[src/rtl/sbmq_pkg.sv]
`default_nettype none

package sbmq_pkg;

    localparam int Q_ID_BITS     = 2;
    localparam int WORD_BITS     = 32;
    localparam int MAX_QUEUE_IDS = 2 ** Q_ID_BITS;

    localparam int DEF_SLOTS     = 16;
    localparam int DEF_QUEUES    = 4;
    localparam int DEF_DATA_BITS = 32;

    localparam logic [WORD_BITS-1:0] UNDERFLOW_WORD = '1;
    localparam logic [WORD_BITS-1:0] ENQ_WORD       = '0;

    typedef enum logic {
        OP_ENQ = 1'b0,
        OP_DEQ = 1'b1
    } t_op;

    typedef enum logic [1:0] {
        ST_OK        = 2'd0,
        ST_OVERFLOW  = 2'd1,
        ST_UNDERFLOW = 2'd2
    } t_status;

    typedef struct packed {
        t_op                   kind;
        logic [Q_ID_BITS-1:0]  queue_id;
        logic signed [WORD_BITS-1:0] data_in;
    } t_in_item;

    typedef struct packed {
        logic signed [WORD_BITS-1:0] data_out;
        t_status                     status;
    } t_out_item;

    typedef struct packed {
        t_op                   op;
        logic                  q_ok;
        logic [Q_ID_BITS-1:0]  queue_id;
        logic [WORD_BITS-1:0]  word;
    } t_cmd;

endpackage

`default_nettype wire

[src/rtl/sbmq_front.sv]
`default_nettype none

module sbmq_front #(
    parameter int QUEUES = sbmq_pkg::DEF_QUEUES
) (
    input  logic                i_clk,
    input  logic                i_rst_n,
    input  logic                i_push,
    output logic                o_full,
    input  sbmq_pkg::t_in_item  i_req,
    input  logic                i_hold,
    output logic                o_cmd_valid,
    output sbmq_pkg::t_cmd      o_cmd,
    input  logic                i_cmd_take
);
    import sbmq_pkg::*;

    t_cmd        r_ent [2];
    logic        r_wr_ptr;
    logic        r_rd_ptr;
    logic [1:0]  r_cnt;
    logic [1:0]  n_cnt;
    logic        w_push;
    t_cmd        w_cmd;

    always_comb begin
        w_cmd.op       = i_req.kind;
        w_cmd.q_ok     = (9'(i_req.queue_id) < 9'(QUEUES));
        w_cmd.queue_id = i_req.queue_id;
        w_cmd.word     = i_req.data_in;
    end

    assign o_full      = (r_cnt == 2'd2) || i_hold;
    assign w_push      = i_push && !o_full;
    assign o_cmd_valid = (r_cnt != 2'd0);
    assign o_cmd       = r_ent[r_rd_ptr];

    always_comb begin
        n_cnt = r_cnt;
        if (w_push && !i_cmd_take) begin
            n_cnt = r_cnt + 2'd1;
        end else if (!w_push && i_cmd_take) begin
            n_cnt = r_cnt - 2'd1;
        end
    end

    always_ff @(posedge i_clk) begin
        if (w_push) begin
            r_ent[r_wr_ptr] <= w_cmd;
        end
    end

    always_ff @(posedge i_clk) begin
        if (!i_rst_n) begin
            r_wr_ptr <= 1'b0;
            r_rd_ptr <= 1'b0;
            r_cnt    <= 2'd0;
        end else begin
            if (w_push) begin
                r_wr_ptr <= !r_wr_ptr;
            end
            if (i_cmd_take) begin
                r_rd_ptr <= !r_rd_ptr;
            end
            r_cnt <= n_cnt;
        end
    end

endmodule

`default_nettype wire

[src/rtl/sbmq_res_q.sv]
`default_nettype none

module sbmq_res_q (
    input  logic                i_clk,
    input  logic                i_rst_n,
    input  logic                i_wr,
    input  sbmq_pkg::t_out_item i_res,
    output logic                o_room,
    output logic                o_empty,
    input  logic                i_pop,
    output sbmq_pkg::t_out_item o_res
);
    import sbmq_pkg::*;

    t_out_item   r_ent [2];
    logic        r_wr_ptr;
    logic        r_rd_ptr;
    logic [1:0]  r_cnt;
    logic [1:0]  n_cnt;
    logic        w_pop;

    assign o_room  = (r_cnt != 2'd2);
    assign o_empty = (r_cnt == 2'd0);
    assign o_res   = r_ent[r_rd_ptr];
    assign w_pop   = i_pop && !o_empty;

    always_comb begin
        n_cnt = r_cnt;
        if (i_wr && !w_pop) begin
            n_cnt = r_cnt + 2'd1;
        end else if (!i_wr && w_pop) begin
            n_cnt = r_cnt - 2'd1;
        end
    end

    always_ff @(posedge i_clk) begin
        if (i_wr) begin
            r_ent[r_wr_ptr] <= i_res;
        end
    end

    always_ff @(posedge i_clk) begin
        if (!i_rst_n) begin
            r_wr_ptr <= 1'b0;
            r_rd_ptr <= 1'b0;
            r_cnt    <= 2'd0;
        end else begin
            if (i_wr) begin
                r_wr_ptr <= !r_wr_ptr;
            end
            if (w_pop) begin
                r_rd_ptr <= !r_rd_ptr;
            end
            r_cnt <= n_cnt;
        end
    end

endmodule

`default_nettype wire

[src/rtl/sbmq_back.sv]
`default_nettype none

module sbmq_back #(
    parameter int SLOTS     = sbmq_pkg::DEF_SLOTS,
    parameter int QUEUES    = sbmq_pkg::DEF_QUEUES,
    parameter int DATA_BITS = sbmq_pkg::DEF_DATA_BITS
) (
    input  logic                i_clk,
    input  logic                i_rst_n,
    input  logic                i_cmd_valid,
    input  sbmq_pkg::t_cmd      i_cmd,
    output logic                o_cmd_take,
    output logic                o_init_busy,
    input  logic                i_res_room,
    output logic                o_res_wr,
    output sbmq_pkg::t_out_item o_res
);
    import sbmq_pkg::*;

    localparam int PW   = $clog2(SLOTS + 1);
    localparam int IW   = $clog2(SLOTS);
    localparam int QTAB = (QUEUES < MAX_QUEUE_IDS) ? QUEUES : MAX_QUEUE_IDS;
    localparam int QW   = (QTAB > 1) ? $clog2(QTAB) : 1;
    localparam logic [PW-1:0] NIL = PW'(SLOTS);
    localparam logic [IW-1:0] LAST_SLOT = IW'(SLOTS - 1);

    typedef enum logic [2:0] {
        S_INIT = 3'b001,
        S_EXEC = 3'b010,
        S_FIN  = 3'b100
    } t_state;

    t_state              r_state, n_state;
    logic [IW-1:0]       r_init_idx;
    logic [PW-1:0]       r_head [QTAB];
    logic [PW-1:0]       r_tail [QTAB];
    logic [PW-1:0]       r_free_head, n_free_head;
    logic [IW-1:0]       r_slot;
    logic [QW-1:0]       r_qi;
    logic                r_deq;

    logic [DATA_BITS-1:0] r_data_mem [SLOTS];
    logic [PW-1:0]        r_link_mem [SLOTS];
    logic [DATA_BITS-1:0] r_data_rd;
    logic [PW-1:0]        r_link_rd;

    logic                 w_link_we;
    logic [IW-1:0]        w_link_wa;
    logic [PW-1:0]        w_link_wd;
    logic [IW-1:0]        w_link_ra;
    logic                 w_data_we;
    logic [IW-1:0]        w_data_addr;
    logic [DATA_BITS-1:0] w_store_word;
    logic [WORD_BITS-1:0] w_load_word;

    logic                 w_go;
    logic [QW-1:0]        w_qi;
    logic [PW-1:0]        w_head_q;
    logic                 w_head_ok;
    logic                 w_free_ok;
    logic                 w_head_we;
    logic [QW-1:0]        w_head_wa;
    logic [PW-1:0]        w_head_wd;
    logic                 w_tail_we;
    logic                 w_start;

    generate
        if (DATA_BITS > WORD_BITS) begin : g_wide
            assign w_store_word = {{(DATA_BITS - WORD_BITS){1'b0}}, i_cmd.word};
            assign w_load_word  = r_data_rd[WORD_BITS-1:0];
        end else if (DATA_BITS == WORD_BITS) begin : g_same
            assign w_store_word = i_cmd.word;
            assign w_load_word  = r_data_rd;
        end else begin : g_narrow
            assign w_store_word = i_cmd.word[DATA_BITS-1:0];
            assign w_load_word  = {{(WORD_BITS - DATA_BITS){r_data_rd[DATA_BITS-1]}},
                                   r_data_rd};
        end
    endgenerate

    assign w_go      = (r_state == S_EXEC) && i_cmd_valid && i_res_room;
    assign w_qi      = i_cmd.queue_id[QW-1:0];
    assign w_head_q  = r_head[w_qi];
    assign w_head_ok = i_cmd.q_ok && (w_head_q < NIL);
    assign w_free_ok = (r_free_head < NIL);
    assign o_init_busy = (r_state == S_INIT);

    always_comb begin
        n_state      = r_state;
        n_free_head  = r_free_head;
        o_cmd_take   = 1'b0;
        o_res_wr     = 1'b0;
        o_res.data_out = ENQ_WORD;
        o_res.status   = ST_OK;
        w_link_we    = 1'b0;
        w_link_wa    = r_slot;
        w_link_wd    = NIL;
        w_link_ra    = r_free_head[IW-1:0];
        w_data_we    = 1'b0;
        w_data_addr  = r_free_head[IW-1:0];
        w_head_we    = 1'b0;
        w_head_wa    = w_qi;
        w_head_wd    = r_free_head;
        w_tail_we    = 1'b0;
        w_start      = 1'b0;
        unique case (r_state)
            S_INIT: begin
                w_link_we = 1'b1;
                w_link_wa = r_init_idx;
                w_link_wd = PW'(r_init_idx) + PW'(1);
                if (r_init_idx == LAST_SLOT) begin
                    n_state = S_EXEC;
                end
            end
            S_EXEC: begin
                if (w_go) begin
                    o_cmd_take = 1'b1;
                    if (i_cmd.op == OP_ENQ) begin
                        if (!i_cmd.q_ok || !w_free_ok) begin
                            o_res_wr     = 1'b1;
                            o_res.status = ST_OVERFLOW;
                        end else begin
                            w_start   = 1'b1;
                            w_data_we = 1'b1;
                            w_tail_we = 1'b1;
                            if (w_head_ok) begin
                                w_link_we = 1'b1;
                                w_link_wa = r_tail[w_qi][IW-1:0];
                                w_link_wd = r_free_head;
                            end else begin
                                w_head_we = 1'b1;
                            end
                            n_state = S_FIN;
                        end
                    end else begin
                        if (!w_head_ok) begin
                            o_res_wr       = 1'b1;
                            o_res.data_out = UNDERFLOW_WORD;
                            o_res.status   = ST_UNDERFLOW;
                        end else begin
                            w_start     = 1'b1;
                            w_link_ra   = w_head_q[IW-1:0];
                            w_data_addr = w_head_q[IW-1:0];
                            n_state     = S_FIN;
                        end
                    end
                end
            end
            S_FIN: begin
                o_res_wr  = 1'b1;
                w_link_we = 1'b1;
                w_link_wa = r_slot;
                if (r_deq) begin
                    w_link_wd      = r_free_head;
                    n_free_head    = PW'(r_slot);
                    w_head_we      = 1'b1;
                    w_head_wa      = r_qi;
                    w_head_wd      = r_link_rd;
                    o_res.data_out = w_load_word;
                end else begin
                    w_link_wd   = NIL;
                    n_free_head = r_link_rd;
                end
                n_state = S_EXEC;
            end
            default: begin
                n_state = S_INIT;
            end
        endcase
    end

    always_ff @(posedge i_clk) begin
        if (w_link_we) begin
            r_link_mem[w_link_wa] <= w_link_wd;
        end
        r_link_rd <= r_link_mem[w_link_ra];
    end

    always_ff @(posedge i_clk) begin
        if (w_data_we) begin
            r_data_mem[w_data_addr] <= w_store_word;
        end
        r_data_rd <= r_data_mem[w_data_addr];
    end

    always_ff @(posedge i_clk) begin
        if (w_start) begin
            r_deq  <= (i_cmd.op == OP_DEQ);
            r_qi   <= w_qi;
            r_slot <= (i_cmd.op == OP_DEQ) ? w_head_q[IW-1:0] : r_free_head[IW-1:0];
        end
    end

    always_ff @(posedge i_clk) begin
        if (!i_rst_n) begin
            r_state     <= S_INIT;
            r_init_idx  <= '0;
            r_free_head <= '0;
            for (int i = 0; i < QTAB; i++) begin
                r_head[i] <= NIL;
                r_tail[i] <= NIL;
            end
        end else begin
            r_state     <= n_state;
            r_free_head <= n_free_head;
            if (r_state == S_INIT) begin
                r_init_idx <= r_init_idx + IW'(1);
            end
            if (w_head_we) begin
                r_head[w_head_wa] <= w_head_wd;
            end
            if (w_tail_we) begin
                r_tail[w_qi] <= r_free_head;
            end
        end
    end

    a_fin_gives_result: assert property (@(posedge i_clk) disable iff (!i_rst_n)
        (r_state == S_FIN) |-> o_res_wr)
        else $error("An operation finished without a result beat.");

    a_no_take_in_init: assert property (@(posedge i_clk) disable iff (!i_rst_n)
        (r_state == S_INIT) |-> (!o_cmd_take && !o_res_wr))
        else $error("Work was done during the link initialization sweep.");

    a_res_has_room: assert property (@(posedge i_clk) disable iff (!i_rst_n)
        o_res_wr |-> i_res_room)
        else $error("A result beat was written into a full result queue.");

    a_start_goes_fin: assert property (@(posedge i_clk) disable iff (!i_rst_n)
        (o_cmd_take && !o_res_wr) |=> (r_state == S_FIN))
        else $error("An accepted operation did not reach its second cycle.");

    a_free_head_range: assert property (@(posedge i_clk) disable iff (!i_rst_n)
        (r_state == S_FIN) |=> (r_free_head <= NIL))
        else $error("The free list head holds an out of range code.");

endmodule

`default_nettype wire

[src/rtl/shared_buffer_multi_queue_top.sv]
`default_nettype none

// Port      Dir  Handshake          Beat contents
// i_req     in   push / full        kind, queue_id, data_in
// o_rsp     out  empty / pop        data_out, status
//
// A successful enqueue or dequeue first reads the link memory in S_EXEC of the
// execution unit, then writes the free list and the link in S_FIN.
// An overflow or underflow answer is written directly from S_EXEC.
// After reset the link memory is initialized by a sweep over all slots, and full stays
// high until that sweep is done.
// Two-entry queues at the input and at the output let either side stall alone.

module shared_buffer_multi_queue_top #(
    parameter int SLOTS     = sbmq_pkg::DEF_SLOTS,
    parameter int QUEUES    = sbmq_pkg::DEF_QUEUES,
    parameter int DATA_BITS = sbmq_pkg::DEF_DATA_BITS
) (
    input  logic                i_clk,
    input  logic                i_rst_n,
    input  logic                push,
    output logic                full,
    input  sbmq_pkg::t_in_item  i_req,
    output logic                empty,
    input  logic                pop,
    output sbmq_pkg::t_out_item o_rsp
);
    import sbmq_pkg::*;

    logic      w_cmd_valid;
    t_cmd      w_cmd;
    logic      w_cmd_take;
    logic      w_init_busy;
    logic      w_res_room;
    logic      w_res_wr;
    t_out_item w_res;

    sbmq_front #(
        .QUEUES (QUEUES)
    ) u_front (
        .i_clk       (i_clk),
        .i_rst_n     (i_rst_n),
        .i_push      (push),
        .o_full      (full),
        .i_req       (i_req),
        .i_hold      (w_init_busy),
        .o_cmd_valid (w_cmd_valid),
        .o_cmd       (w_cmd),
        .i_cmd_take  (w_cmd_take)
    );

    sbmq_back #(
        .SLOTS     (SLOTS),
        .QUEUES    (QUEUES),
        .DATA_BITS (DATA_BITS)
    ) u_back (
        .i_clk       (i_clk),
        .i_rst_n     (i_rst_n),
        .i_cmd_valid (w_cmd_valid),
        .i_cmd       (w_cmd),
        .o_cmd_take  (w_cmd_take),
        .o_init_busy (w_init_busy),
        .i_res_room  (w_res_room),
        .o_res_wr    (w_res_wr),
        .o_res       (w_res)
    );

    sbmq_res_q u_res_q (
        .i_clk   (i_clk),
        .i_rst_n (i_rst_n),
        .i_wr    (w_res_wr),
        .i_res   (w_res),
        .o_room  (w_res_room),
        .o_empty (empty),
        .i_pop   (pop),
        .o_res   (o_rsp)
    );

endmodule

`default_nettype wire
[config.mk]
export PLATFORM = sky130hd
export DESIGN_NAME = shared_buffer_multi_queue_top
export DESIGN_NICKNAME = d
export VERILOG_FILES = /design/src/rtl/sbmq_pkg.sv /design/src/rtl/sbmq_front.sv /design/src/rtl/sbmq_res_q.sv /design/src/rtl/sbmq_back.sv /design/src/rtl/shared_buffer_multi_queue_top.sv
export SDC_FILE = /design/constraint.sdc
export NUM_CORES = 1
export LEC_CHECK = 0
export ABC_CLOCK_PERIOD_IN_PS = 13200
export BUFFER_PORTS_ARGS = -buffer_cell sky130_fd_sc_hd__buf_2
export CELL_PAD_IN_SITES_DETAIL_PLACEMENT = 2
export CELL_PAD_IN_SITES_GLOBAL_PLACEMENT = 2
export CORE_ASPECT_RATIO = 0.8
export CORE_UTILIZATION = 45
export DETAILED_ROUTE_END_ITERATION = 12
export PLACE_DENSITY = 0.8
export SLEW_MARGIN = 0
export SYNTH_ARGS = -nofsm -noshare
export SYNTH_HDL_FRONTEND = slang
export SYNTH_SLANG_ARGS = --single-unit
[constraint.sdc]
create_clock -name i_clk -period 13.2 [get_ports i_clk]
set_input_delay 1.32 -clock i_clk [delete_from_list [all_inputs] [get_ports i_clk]]
set_output_delay 1.32 -clock i_clk [all_outputs]
set_load 0.1 [all_outputs]
### Word level (Yosys, flattened, before mapping)

Memory sizes are Yosys's and may differ from the RTL's. A register that Yosys moved wholly into a read port is not among the register bits.
Cells that the tools add are included.

* register bits after elaboration: 27
* bits in writable memories: 770
* output and inout port bits: 36
* word-level logic and storage cells: 154
* memories: 6

Memories
* u_back.r_data_mem: words 16, width 32, rd ports 1, clocked after memory_dff 1, wr ports 1, line sbmq_back.sv:42 `logic [DATA_BITS-1:0] r_data_mem [SLOTS];`
* u_back.r_link_mem: words 16, width 5, rd ports 1, clocked after memory_dff 1, wr ports 1, line sbmq_back.sv:43 `logic [PW-1:0] r_link_mem [SLOTS];`
* u_front.r_ent: words 2, width 35, rd ports 1, clocked after memory_dff 1, wr ports 1, line sbmq_front.sv:18 `t_cmd r_ent [2];`
* u_res_q.r_ent: words 2, width 34, rd ports 1, clocked after memory_dff 1, wr ports 1, line sbmq_res_q.sv:15 `t_out_item r_ent [2];`
* u_back.r_head: words 4, width 5, rd ports 1, clocked after memory_dff 0, wr ports 4, line sbmq_back.sv:35 `logic [PW-1:0] r_head [QTAB];`
* u_back.r_tail: words 4, width 5, rd ports 1, clocked after memory_dff 0, wr ports 4, line sbmq_back.sv:36 `logic [PW-1:0] r_tail [QTAB];`

* $add $sub $neg: 6
* $lt $le $gt $ge: 2
* equal/unequal tests: 10
* mux-type cells: 87
* reduce and logical (&&, ||, !) cells: 31

Operators by type and width (number)
* 2-to-1 mux 34 bit: 2
* 2-to-1 mux 32 bit: 2
* one-hot mux 32 bit (2 select lines): 1
* 2-to-1 mux 5 bit: 10
* 2-to-1 mux 1 bit: 42
* 2-to-1 mux 4 bit: 9
* 2-to-1 mux 2 bit: 10
* 2-to-1 mux 3 bit: 5
* one-hot mux 5 bit (3 select lines): 1
* logical NOT 1 bit: 11
* less-than comparator 5 bit, second input constant: 2
* OR reduction 5 bit: 2
* one-hot mux 3 bit (3 select lines): 1
* logical AND 1 bit: 8
* one-hot mux 4 bit (2 select lines): 1
* one-hot mux 1 bit (2 select lines): 3
* nonzero test 2 bit: 3
* adder 4 x 1 -> 5 bit, second input constant: 1
* adder 2 x 1 -> 2 bit, second input constant: 2
* adder 4 x 1 -> 4 bit, second input constant: 1
* == test 4 bit, second input constant: 1
* inequality test 2 x 1 -> 1 bit, second input constant: 2
* AND reduction 4 bit: 1
* subtractor 2 x 1 -> 2 bit, second input constant: 2
* other kinds (12): 13

### Longest topological paths before layout

Gate-level depths: netlist (run 1).
An unclocked memory read counts as a cell.

* depth in word-level cells: 13
* gate-level depth with buffers: 13
* mapped depth without buffers: 9

### Hierarchy

From an unflattened synthesis (run 1), not the netlist that was laid out.

* cells, all modules: 2119
* area, all modules: 37269.5 um2

By module, submodules not included
* sbmq_back: times used 1, cells each 1854, area an instance 31811.8 um2, seq. area each 20049.2 um2
* sbmq_front: times used 1, cells each 137, area an instance 2787.7 um2, seq. area each 2202.1 um2
* sbmq_res_q: times used 1, cells each 128, area an instance 2670.1 um2, seq. area each 2142.1 um2

### Worst setup path after synthesis (run 1)

No wires, ideal clock.

* path type: flip-flop to flip-flop
* from: reg (tool-made name)
* to: mem u_back.r_data_mem[12][0] (netlist bit) (enable)
* setup time: 0.461 ns
* data arrival time: 4.841 ns
* data required time: 12.739 ns
* path slack: 7.898 ns
* stages on the path, launching flop included: 11
* path buffers: 3
* cell sequence: dfxtp_1 buf_4 mux2i_4 mux2i_1 mux2i_2 nor3_4 mux2i_1 clkbuf_1 buf_1 nand2_1 nor3_1

RTL lines (line)
* end, declared: sbmq_back.sv:42

==> impl_metrics.yaml, run 1 <==
die:
  die_area_um2: 71850
  die_x_um: 299.4
  start_util_pct: 45.89
  ios: 75
  dieHeight_um: 240.0
  rows: 86
  core-area_um2: 69400
setup_path:
  critPathCapture: "u_back.r_data_rd[26]$_DFF_P_"
  r2r_setup_slack_ns: 6.04
  crit_chain: "buf_4 -> mux2i_4 -> clkinv_1 -> nand2_1 -> and3_1 -> a31oi_1 -> mux2i_4 -> buf_4 -> buf_4 -> buf_4 -> mux2i_1 -> o22ai_1 -> or4_1"
  r2r_cells: 13
  path_common_cell: "buf_4"
  path_class: "flop to flop"
  start_kind: "flop"
  cp_max_fo: 62
  critical-path-top-delay-family: "buffers and inverters"
  slowest_stage: "buf_4"
  critPathMaxStageDelay_ns: 0.94
  endpoint_kind: "flop"
  critPathBufInv: 5
  cp_data_arrival_time_ns: 7.67
  worst-path-stages: 13
  crit_required_ns: 13.70
  rr_endpoint: "u_back.r_data_rd[26]$_DFF_P_"
cts:
  cts_root_buf: "clkbuf_16"
  cts_setup_buffers: 0
  post_cts_resized: 0
  ctsLongestPathBuffers: 3
  path_clk_slew_ns: 0.07
  clock_latency_ns: 0.64
  numCtsBuffers: 83
  ctsHoldBuffers: 0
  h-tree-depth: 3
  cts.sinks: 832
  cts_tree: "built"
route:
  antenna_left: 0
  remaining_drc_errors: 0
  drt_pass1_iterations: 5
  wl_mm: 104.4
  wire_per_inst_um: 35.42
  via_count: 18029
  vias_per_cell: 6.118
  drtIter0Drc: 1804
synth:
  synth_warnings: 0
  yosysSeqAreaShare_pct: 76.59
  synth_top_cell_by_area: "edfxtp_1"
  synth_common_cells: "773 x edfxtp_1, 315 x mux2i_1, 148 x o22ai_1"
  syn_area_um2: 31850
  synth-edff-count: 773
  synth_most_common_cell: "edfxtp_1"
  async_flop_share_pct: 0
  yosysTopAreaCellShare_pct: 72.88
  synthFlopType: "edfxtp_1"
  synth_fp_nets: 1892
  syn-instance-count: 1850
  synth_cell_types: 48
  synth.avg_cell_area_um2: 17.22
  ys_ff_latch: 832
  yosys-top-cells-area: "edfxtp_1 73%, mux2i_1 9.9%, dfxtp_1 3.7%"
sta:
  skew_ns: 0.04197
  tightest_slew_ns: 1.234
  slew_headroom_pct: 16.86
  fmax_ghz: 0.1396
  slew_violations: 0
  hold_viol_final: 0
  layout_min_cycle_time_ns: 7.161
  setup_tns_ns: 0
  fin_crit_sh_pct: 54.25
  setup_viol: 0
  fin_ws_ns: 6.039
  rsz0062_at_grt: "no"
global_routing:
  antenna_found_initial: 3
  grt_pass1_vias: 19556
  grt.overflow.total: 0
  grt_max_degree: 67
  grt_pass1_wl_mm: 147.4
  grt_usage_pct: 29.26
placed_design:
  dp_hpwl_mm: 57.94
  placed_cell_area_um2: 33420
  dp_slack_ns: 6.222
  io_buffer_count: 74
  gp_congestion: 0.8163
final_layout:
  fin_util_pct: 51.95
  drive_gt1_share_pct: 17.01
  final_area_um2: 36060
  area_growth_syn_to_layout_pct: 13.22
  fin_nets: 1996
  fillCellCount: 6155
power:
  power.leakage_nw: 13.62
  powerDensity_nw_per_um2: 146.6
  p_total_mw: 5.288
  ir_drop_v: 0.0001030
job:
  max-cap-violations: 0
worst_hold_path:
  hp-class: "flop to flop"
run_status:
  outcome: "finished, final reports clean"
## registers in the layout, indices dropped and copies added, names as in the netlist, 2 cells and up, named ones only
name                flops
u_back.r_init_idx       4
u_back.r_free_head      5
u_back.r_state          3
u_back.r_qi             2
u_res_q.r_ent          68
u_back.r_data_rd       32
u_back.r_tail          16
u_back.r_link_mem      80
u_back.r_slot           4
u_front.r_cnt           2
u_front.r_ent          70
u_res_q.r_cnt           2
u_back.r_data_mem     512
u_back.r_head          20
u_back.r_link_rd        5
## power breakdown
| group | total, mW | leakage [nW] | internal [mW] | switching [mW] |
|---|---|---|---|---|
| Combinational | 0.0453 | 4.99 | 0.0135 | 0.0318 |
| Sequential | 2.87 | 7.33 | 2.86 | 0.0111 |
| Clock | 2.37 | 1.30 | 1.32 | 1.05 |
## worst register-to-register path: cells and delay by family, from the launching register on
family | cells | cell delay (ns)
compound gates | 2 | 0.29
flops | 1 | 0.31
simple gates | 3 | 0.99
mux | 3 | 1.51
buf+inv | 5 | 3.93
## cells by family after synthesis
logic type	synth area share, %
mux	12.74
xor+xnor	0.3025
flops	76.59
buf+inv	1.528
compound gates	4.007
simple gates	4.718
fa+ha+maj	0.1179
## cells in the final DEF, fill, tap and decap left out, types with 21 or more instances in the layout
cell type	netlist	final
edfxtp_1	773	773
mux2i_1	315	314
o22ai_1	148	148
nand2_1	110	106
clkbuf_16	0	87
buf_2	41	74
mux2_2	67	67
dfxtp_1	59	58
nor2_1	57	44
buf_4	2	41
or4_1	37	37
and2_1	24	23
clkbuf_1	46	21
## layer usage
layer | share of wire, % | track usage [%] | up-vias
li1 | - | - | 7454
met1 | 41 | 37.62 | 9570
met2 | 49 | 49.36 | 782
met3 | 6.6 | 5.828 | 221
met4 | 3.5 | 10.64 | 2
met5 | 0.019 | 0 | -
## layout make-up
class                           count  area [um2]  share of cell area [%]
Sequential cell                   832       24390                   67.65
Multi-Input combinational cell    904        7124                   19.76
Clock buffer                      117        2380                   6.600
Tap cell                          924        1156                   3.206
Timing Repair Buffer              115       678.2                   1.881
Clock inverter                     36       255.2                  0.7079
Inverter                           18       67.56                  0.1874
Antenna cell                        1       2.502                0.006940
## stage by stage
| step | hold slack, ns | std cells |
|---|---|---|
| floorplan | 0.4671 | 1850 |
| global placement | 0.5019 | 2793 |
| detailed placement | 0.5233 | 2793 |
| CTS | 0.5381 | 2946 |
| global route | 0.5728 | 2946 |
| finish | 0.5348 | 2947 |
## worst min-delay path by stage
| stage | end | startpoint | cells past startpoint |
|---|---|---|---|
| after floorplan | u_back.r_free_head[4]$_SDFFE_PN0P_ | u_back.r_link_rd[4]$_DFF_P_ | 2 |
| after detailed placement | u_res_q.r_ent[0][12]$_DFFE_PP_ | u_back.r_data_rd[10]$_DFF_P_ | 2 |
| after CTS | u_res_q.r_ent[1][12]$_DFFE_PP_ | u_back.r_data_rd[10]$_DFF_P_ | 2 |
| after global routing | u_res_q.r_ent[0][12]$_DFFE_PP_ | u_back.r_data_rd[10]$_DFF_P_ | 2 |
| final | u_res_q.r_ent[1][12]$_DFFE_PP_ | u_back.r_data_rd[10]$_DFF_P_ | 2 |
| after global placement | u_back.r_init_idx[1]$_SDFFE_PN0P_ | u_back.r_init_idx[1]$_SDFFE_PN0P_ | 2 |
(Power assumes the default switching activity.)
==> run 2, diff against run 1 <==
Settings changed: ABC_AREA from default to 1, ABC_CLOCK_PERIOD_IN_PS 13200 to 7000, CORE_UTILIZATION 45 to 42, PLACE_DENSITY 0.8 to 0.84.
Clock period 13.2 ns to 7 ns, I/O delays scaled along.
==> impl_metrics.yaml, run 2 <==
cts:
  post_cts_resized: 0
  ctsHoldBuffers: 0
  clock_latency_ns: 0.67
  h-tree-depth: 3
  numCtsBuffers: 86
  cts.sinks: 832
  cts_root_buf: "clkbuf_16"
  path_clk_slew_ns: 0.06
  ctsLongestPathBuffers: 3
  cts_tree: "built"
  cts_setup_buffers: 0
synth:
  synth_common_cells: "1682 x nand2_1, 773 x edfxtp_1, 225 x nand3_1"
  synth_fp_nets: 3299
  async_flop_share_pct: 0
  syn_area_um2: 34460
  synth-edff-count: 773
  synthFlopType: "edfxtp_1"
  ys_ff_latch: 832
  synth_warnings: 0
  synth_top_cell_by_area: "edfxtp_1"
  yosysTopAreaCellShare_pct: 67.35
  yosys-top-cells-area: "edfxtp_1 67%, nand2_1 18%, dfxtp_1 3.4%"
  synth_cell_types: 34
  synth.avg_cell_area_um2: 10.58
  synth_most_common_cell: "nand2_1"
  syn-instance-count: 3257
  yosysSeqAreaShare_pct: 70.78
setup_path:
  cp_max_fo: 97
  rr_endpoint: "u_back.r_data_mem[12][30]$_DFFE_PP_"
  crit_chain: "inv_2 -> nand2_2 -> nand2_1 -> nand2_1 -> nand3_1 -> nand2_1 -> nand3_4 -> nand2_8 -> nand3_1 -> nor2_4"
  critPathMaxStageDelay_ns: 1.25
  path_class: "flop to flop"
  endpoint_kind: "flop"
  path_common_cell: "nand2_1"
  r2r_cells: 10
  start_kind: "flop"
  crit_required_ns: 7.25
  cp_data_arrival_time_ns: 6.82
  slowest_stage: "nor2_4"
  r2r_setup_slack_ns: 0.42
final_layout:
  layout_commonest_cell: "nand2_1"
  diodes: 0
  final_cell_mix: "1681 x nand2_1, 773 x edfxtp_1, 224 x nand3_1"
  area_growth_syn_to_layout_pct: 11.87
  drive_gt1_share_pct: 9.094
  fillCellCount: 8195
  fin_nets: 3330
  regMostFlops: "u_back.r_data_mem"
  seq_area_um2: 24390
  final-instance-count-excl-fill: 4446
  multi_input_area_um2: 8971
  largest_registers: "u_back.r_data_mem: 512 flops, u_back.r_link_mem: 80 flops, u_front.r_ent: 70 flops"
  largest_reg_flops: 512
route:
  wire_per_inst_um: 27.46
  remaining_drc_errors: 0
  antenna_left: 0
  drt_pass1_iterations: 5
  vias_per_cell: 5.613
  wl_mm: 122.1
  via_count: 24957
  drtIter0Drc: 2193
run_status:
  outcome: "finished, final reports clean"
placed_design:
  gp_congestion: 0.8103
  placed_cells: 4292
  dp_hpwl_mm: 73.77
  io_buffer_count: 74
die:
  start_util_pct: 42.62
  die_x_um: 322.3
  ios: 75
  core-area_um2: 80870
  die_area_um2: 83210
  dieHeight_um: 258.2
  rows: 93
worst_hold_path:
  hold_end: "u_front.r_ent[1][33]$_DFFE_PP_"
  whs_path_depth: 1
  hp-class: "primary input to flop"
  hold_path.startpoint: "i_req[33]"
sta:
  hold_viol_final: 0
  layout_min_cycle_time_ns: 6.575
  tightest_slew_ns: 1.453
  skew_ns: 0.03379
  rsz0062_at_grt: "no"
  setup_viol: 0
  slew_violations: 0
  slew_headroom_pct: 2.915
  fmax_ghz: 0.1521
  setup_tns_ns: 0
  fin_crit_sh_pct: 93.93
power:
  pwr-share-clk_pct: 42.8
  seqPwrFrac_pct: 51.9
  ir_drop_v: 0.0001887
  power.leakage_nw: 15.57
  power_switching_mw: 2.510
  switching_share_pct: 23.46
  pwr-share-comb_pct: 5.3
  powerDensity_nw_per_um2: 277.5
  p_int_mw: 8.189
  p_total_mw: 10.70
global_routing:
  grt_pass1_vias: 27826
  antenna_found_initial: 8
  grt_max_degree: 149
  grt.overflow.total: 0
  grt_usage_pct: 29.57
  grt_pass1_wl_mm: 180.0
job:
  max-cap-violations: 0
run 2: cell types whose count changed after synthesis, moves of 33 or more:
cell,before,now
nor2_1,57,97
nand3_1,5,225
mux2i_1,315,0
buf_2,41,81
o22ai_1,148,1
or4_1,37,0
nand2_1,110,1682
inv_1,16,128
mux2_2,67,34
run 2: layout make-up:
cell class | instances | area share, %
Clock buffer | 117 | 6.120
Clock inverter | 37 | 0.8567
Inverter | 136 | 1.331
Multi-Input combinational cell | 2128 | 23.27
Sequential cell | 832 | 63.27
Tap cell | 1092 | 3.544
Timing Repair Buffer | 104 | 1.610
run 2: metal layers:
metal | vias to the layer above | track usage, % | share of wire, %
li1 | 10790 | - | -
met1 | 12980 | 37.78 | 40
met2 | 907 | 49.29 | 49
met3 | 278 | 5.971 | 7.0
met4 | 2 | 12.08 | 4.1
met5 | - | 0 | 0.0090
run 2: cells by family after synthesis:
kind of cell / Yosys count / share of synthesized area (%)
AO/OA/AOI/OAI: 66 / 1.049
XOR/XNOR: 2 / 0.05084
adder cells (fa/ha/maj): 3 / 0.1089
buffers and inverters: 297 / 3.855
flip-flops: 832 / 70.78
multiplexers: 34 / 1.111
AND/OR/NAND/NOR: 2023 / 23.05
run 2: stage by stage:
step	utilization, %	hold slack (ns)	cell area [um2]	setup slack, ns
floorplan	-	0.4524	34460	3.404
global placement	44.35	0.4671	35870	1.022
detailed placement	44.35	0.4901	35870	0.5697
CTS	47.68	0.1953	38560	0.5499
global route	47.68	0.2162	38560	0.07982
finish	47.68	0.2327	38560	0.4249
run 2: worst max path at each step:
stage / endpoint / slack (ns) / cells after the start
after floorplan: u_back.r_data_mem[10][0]$_DFFE_PP_ / 3.40 / 15
after global placement: u_back.r_data_mem[12][21]$_DFFE_PP_ / 1.02 / 10
after detailed placement: u_back.r_data_mem[12][30]$_DFFE_PP_ / 0.57 / 10
after CTS: u_back.r_data_mem[12][9]$_DFFE_PP_ / 0.55 / 10
after global routing: u_back.r_data_mem[12][9]$_DFFE_PP_ / 0.08 / 10
final: u_back.r_data_mem[12][30]$_DFFE_PP_ / 0.42 / 10
run 2: critical path: cells and delay by family (launching register included):
kind | cells | cell delay [ns]
buffers and inverters | 1 | 0.61
DFF | 1 | 0.96
and+or+nand+nor | 9 | 4.46
run 2: power by group through the flow:
stage	sequential (mW)	clock, mW	combinational, mW
after floorplan	5.63	0	0.370
after global placement	5.65	0	0.514
after detailed placement	5.65	0	0.555
after CTS	5.55	4.62	0.566
after global routing	5.55	4.79	0.596
final	5.55	4.58	0.566
==> run 3, diff against run 2 <==
Settings changed: CORE_UTILIZATION 42 to 43, PLACE_DENSITY 0.84 to 0.85, SYNTH_HIERARCHICAL from default to 1.
==> impl_metrics.yaml, run 3 <==
final_layout:
  area_growth_syn_to_layout_pct: 11.30
  fin_nets: 3269
  layout_commonest_cell: "nand2_1"
  largest_registers: "u_back/r_data_mem: 512 flops, u_back/r_link_mem: 80 flops, u_front/r_ent: 70 flops"
  drive_gt1_share_pct: 10.98
  regMostFlops: "u_back/r_data_mem"
  largest_reg_flops: 512
  final_cell_mix: "1456 x nand2_1, 773 x edfxtp_1, 320 x nand3_1"
  final_area_um2: 39130
  diodes: 0
route:
  remaining_drc_errors: 0
  drt_pass1_iterations: 5
  antenna_left: 0
  vias_per_cell: 5.865
  via_count: 25748
  wl_mm: 137.1
  drtIter0Drc: 2556
  wire_per_inst_um: 31.24
cts:
  cts_root_buf: "clkbuf_16"
  h-tree-depth: 3
  clock_latency_ns: 0.67
  ctsHoldBuffers: 0
  numCtsBuffers: 85
  cts_setup_buffers: 0
  post_cts_resized: 0
  ctsLongestPathBuffers: 3
  cts.sinks: 832
  path_clk_slew_ns: 0.07
  cts_tree: "built"
synth:
  synth_cell_types: 43
  syn_area_um2: 35150
  synth_top_cell_by_area: "edfxtp_1"
  ys_ff_latch: 832
  synth-edff-count: 773
  synth_warnings: 6
  yosysTopAreaCellShare_pct: 66.03
  synthFlopType: "edfxtp_1"
  syn-instance-count: 3198
  synth_most_common_cell: "nand2_1"
  async_flop_share_pct: 0
  synth.avg_cell_area_um2: 10.99
  yosys-top-cells-area: "edfxtp_1 66%, nand2_1 16%, nand3_1 4.6%"
  yosysSeqAreaShare_pct: 69.39
  synth_fp_nets: 3240
  synth_common_cells: "1456 x nand2_1, 773 x edfxtp_1, 320 x nand3_1"
placed_design:
  dp_hpwl_mm: 71.26
  dp_slack_ns: 1.450
  gp_congestion: 0.8380
  io_buffer_count: 74
  placed_cell_area_um2: 36290
global_routing:
  grt_pass1_wl_mm: 194.0
  grt_max_degree: 186
  grt_pass1_vias: 28510
  grt.overflow.total: 0
  grt_usage_pct: 31.86
  antenna_found_initial: 1
power:
  power.leakage_nw: 15.58
  switching_share_pct: 24.33
  seqPwrFrac_pct: 51.4
  power_switching_mw: 2.642
  ir_drop_v: 0.0002231
  powerDensity_nw_per_um2: 277.5
  pwr-share-clk_pct: 43.9
  p_int_mw: 8.216
  pwr-share-comb_pct: 4.7
setup_path:
  path_common_cell: "buf_4"
  cp_data_arrival_time_ns: 6.27
  critPathMaxStageDelay_ns: 0.81
  start_kind: "flop"
  slowest_stage: "nand2_8"
  crit_required_ns: 7.29
  cp_max_fo: 72
  endpoint_kind: "flop"
  crit_chain: "buf_4 -> mux2_4 -> inv_2 -> nor2_1 -> o21ai_0 -> nand2_1 -> nand3_4 -> nand2_8 -> nand3_1 -> nor2_4 -> buf_4"
  path_class: "flop to flop"
sta:
  slew_violations: 33
  slew_headroom_pct: -1.799
  tightest_slew_ns: 1.523
  fin_crit_sh_pct: 85.49
  setup_tns_ns: 0
  rsz0062_at_grt: "no"
  hold_viol_final: 0
  layout_min_cycle_time_ns: 5.984
  fmax_ghz: 0.1671
  setup_viol: 0
  skew_ns: 0.03646
  fin_ws_ns: 1.016
job:
  max-cap-violations: 1
die:
  die_x_um: 321.7
  start_util_pct: 43.53
  ios: 75
  dieHeight_um: 257.7
  die_area_um2: 82910
  rows: 93
  core-area_um2: 80760
run_status:
  violations: "capacitance limit, slew limit"
  outcome: "complete, but fails checks"
worst_hold_path:
  hp-class: "primary input to flop"
## run 3: critical path: cells and delay by family, from the launching register on
family,cells,cell delay [ns]
buffers and inverters,3,1.32
DFF,1,0.33
and+or+nand+nor,6,3.22
muxes,1,0.42
AOI/OAI and AO/OA,1,0.19
## run 3: cells by family after synthesis
family | after synthesis | synth area share, %
other | 1 | 0.01067
AND/OR/NAND/NOR | 1914 | 21.93
buffers and inverters | 311 | 4.549
flip-flops | 832 | 69.39
multiplexers | 71 | 2.908
adder cells (fa/ha/maj) | 3 | 0.1068
AO/OA/AOI/OAI | 66 | 1.103
## run 3: stage by stage
| step | util, % | hold slack [ns] | std cells | power, mW |
|---|---|---|---|---|
| after floorplan | - | 0.4453 | 3198 | 5.991 |
| after global placement | 44.94 | 0.4533 | 4227 | 6.137 |
| after detailed placement | 44.94 | 0.4753 | 4227 | 6.179 |
| after CTS | 48.32 | 0.2051 | 4385 | 10.83 |
| after global routing | 48.45 | 0.2182 | 4390 | 11.08 |
| final | 48.45 | 0.2309 | 4390 | 10.86 |
## run 3: worst paths after layout
| check | start | to | slack, ns | cells past startpoint |
|---|---|---|---|---|
| worst min register to register | u_back/r_init_idx[3]$_SDFFE_PN0P_ | u_back/r_init_idx[3]$_SDFFE_PN0P_ | 0.51 | 2 |
| worst max-delay path | flop | u_back/r_data_mem[15][0]$_DFFE_PP_ | 1.02 | 11 |
| worst min-delay path | i_req[6] | u_front/r_ent[0][6]$_DFFE_PP_ | 0.23 | 1 |
| worst max register to register | flop | u_back/r_data_mem[15][0]$_DFFE_PP_ | 1.02 | 11 |
## run 3: final cells by class
type                    instances  area (um2)
well taps                    1092        1366
clock inverters                47       411.6
fillers                      8076       41630
repair buffers                111       755.7
inverters                     142       535.5
multi-input cells            2055        9346
clock buffers                 111        2317
flip-flops and latches        832       24400
## run 3: power groups by stage
stage | sequential [mW] | clock [mW] | combinational, mW
floorplan | 5.66 | 0 | 0.335
global placement | 5.67 | 0 | 0.462
detailed placement | 5.68 | 0 | 0.496
CTS | 5.58 | 4.74 | 0.511
global route | 5.59 | 4.95 | 0.537
finish | 5.58 | 4.77 | 0.511
## run 3: per-layer routing
layer  vias up  part of all wire, %  GRT usage (%)
met5         -                    0              0
met2      1185                   51          57.07
li1      10751                    -              -
met3       415                  5.5          4.102
met1     13397                   37          37.57
met4         0                  6.0          15.97
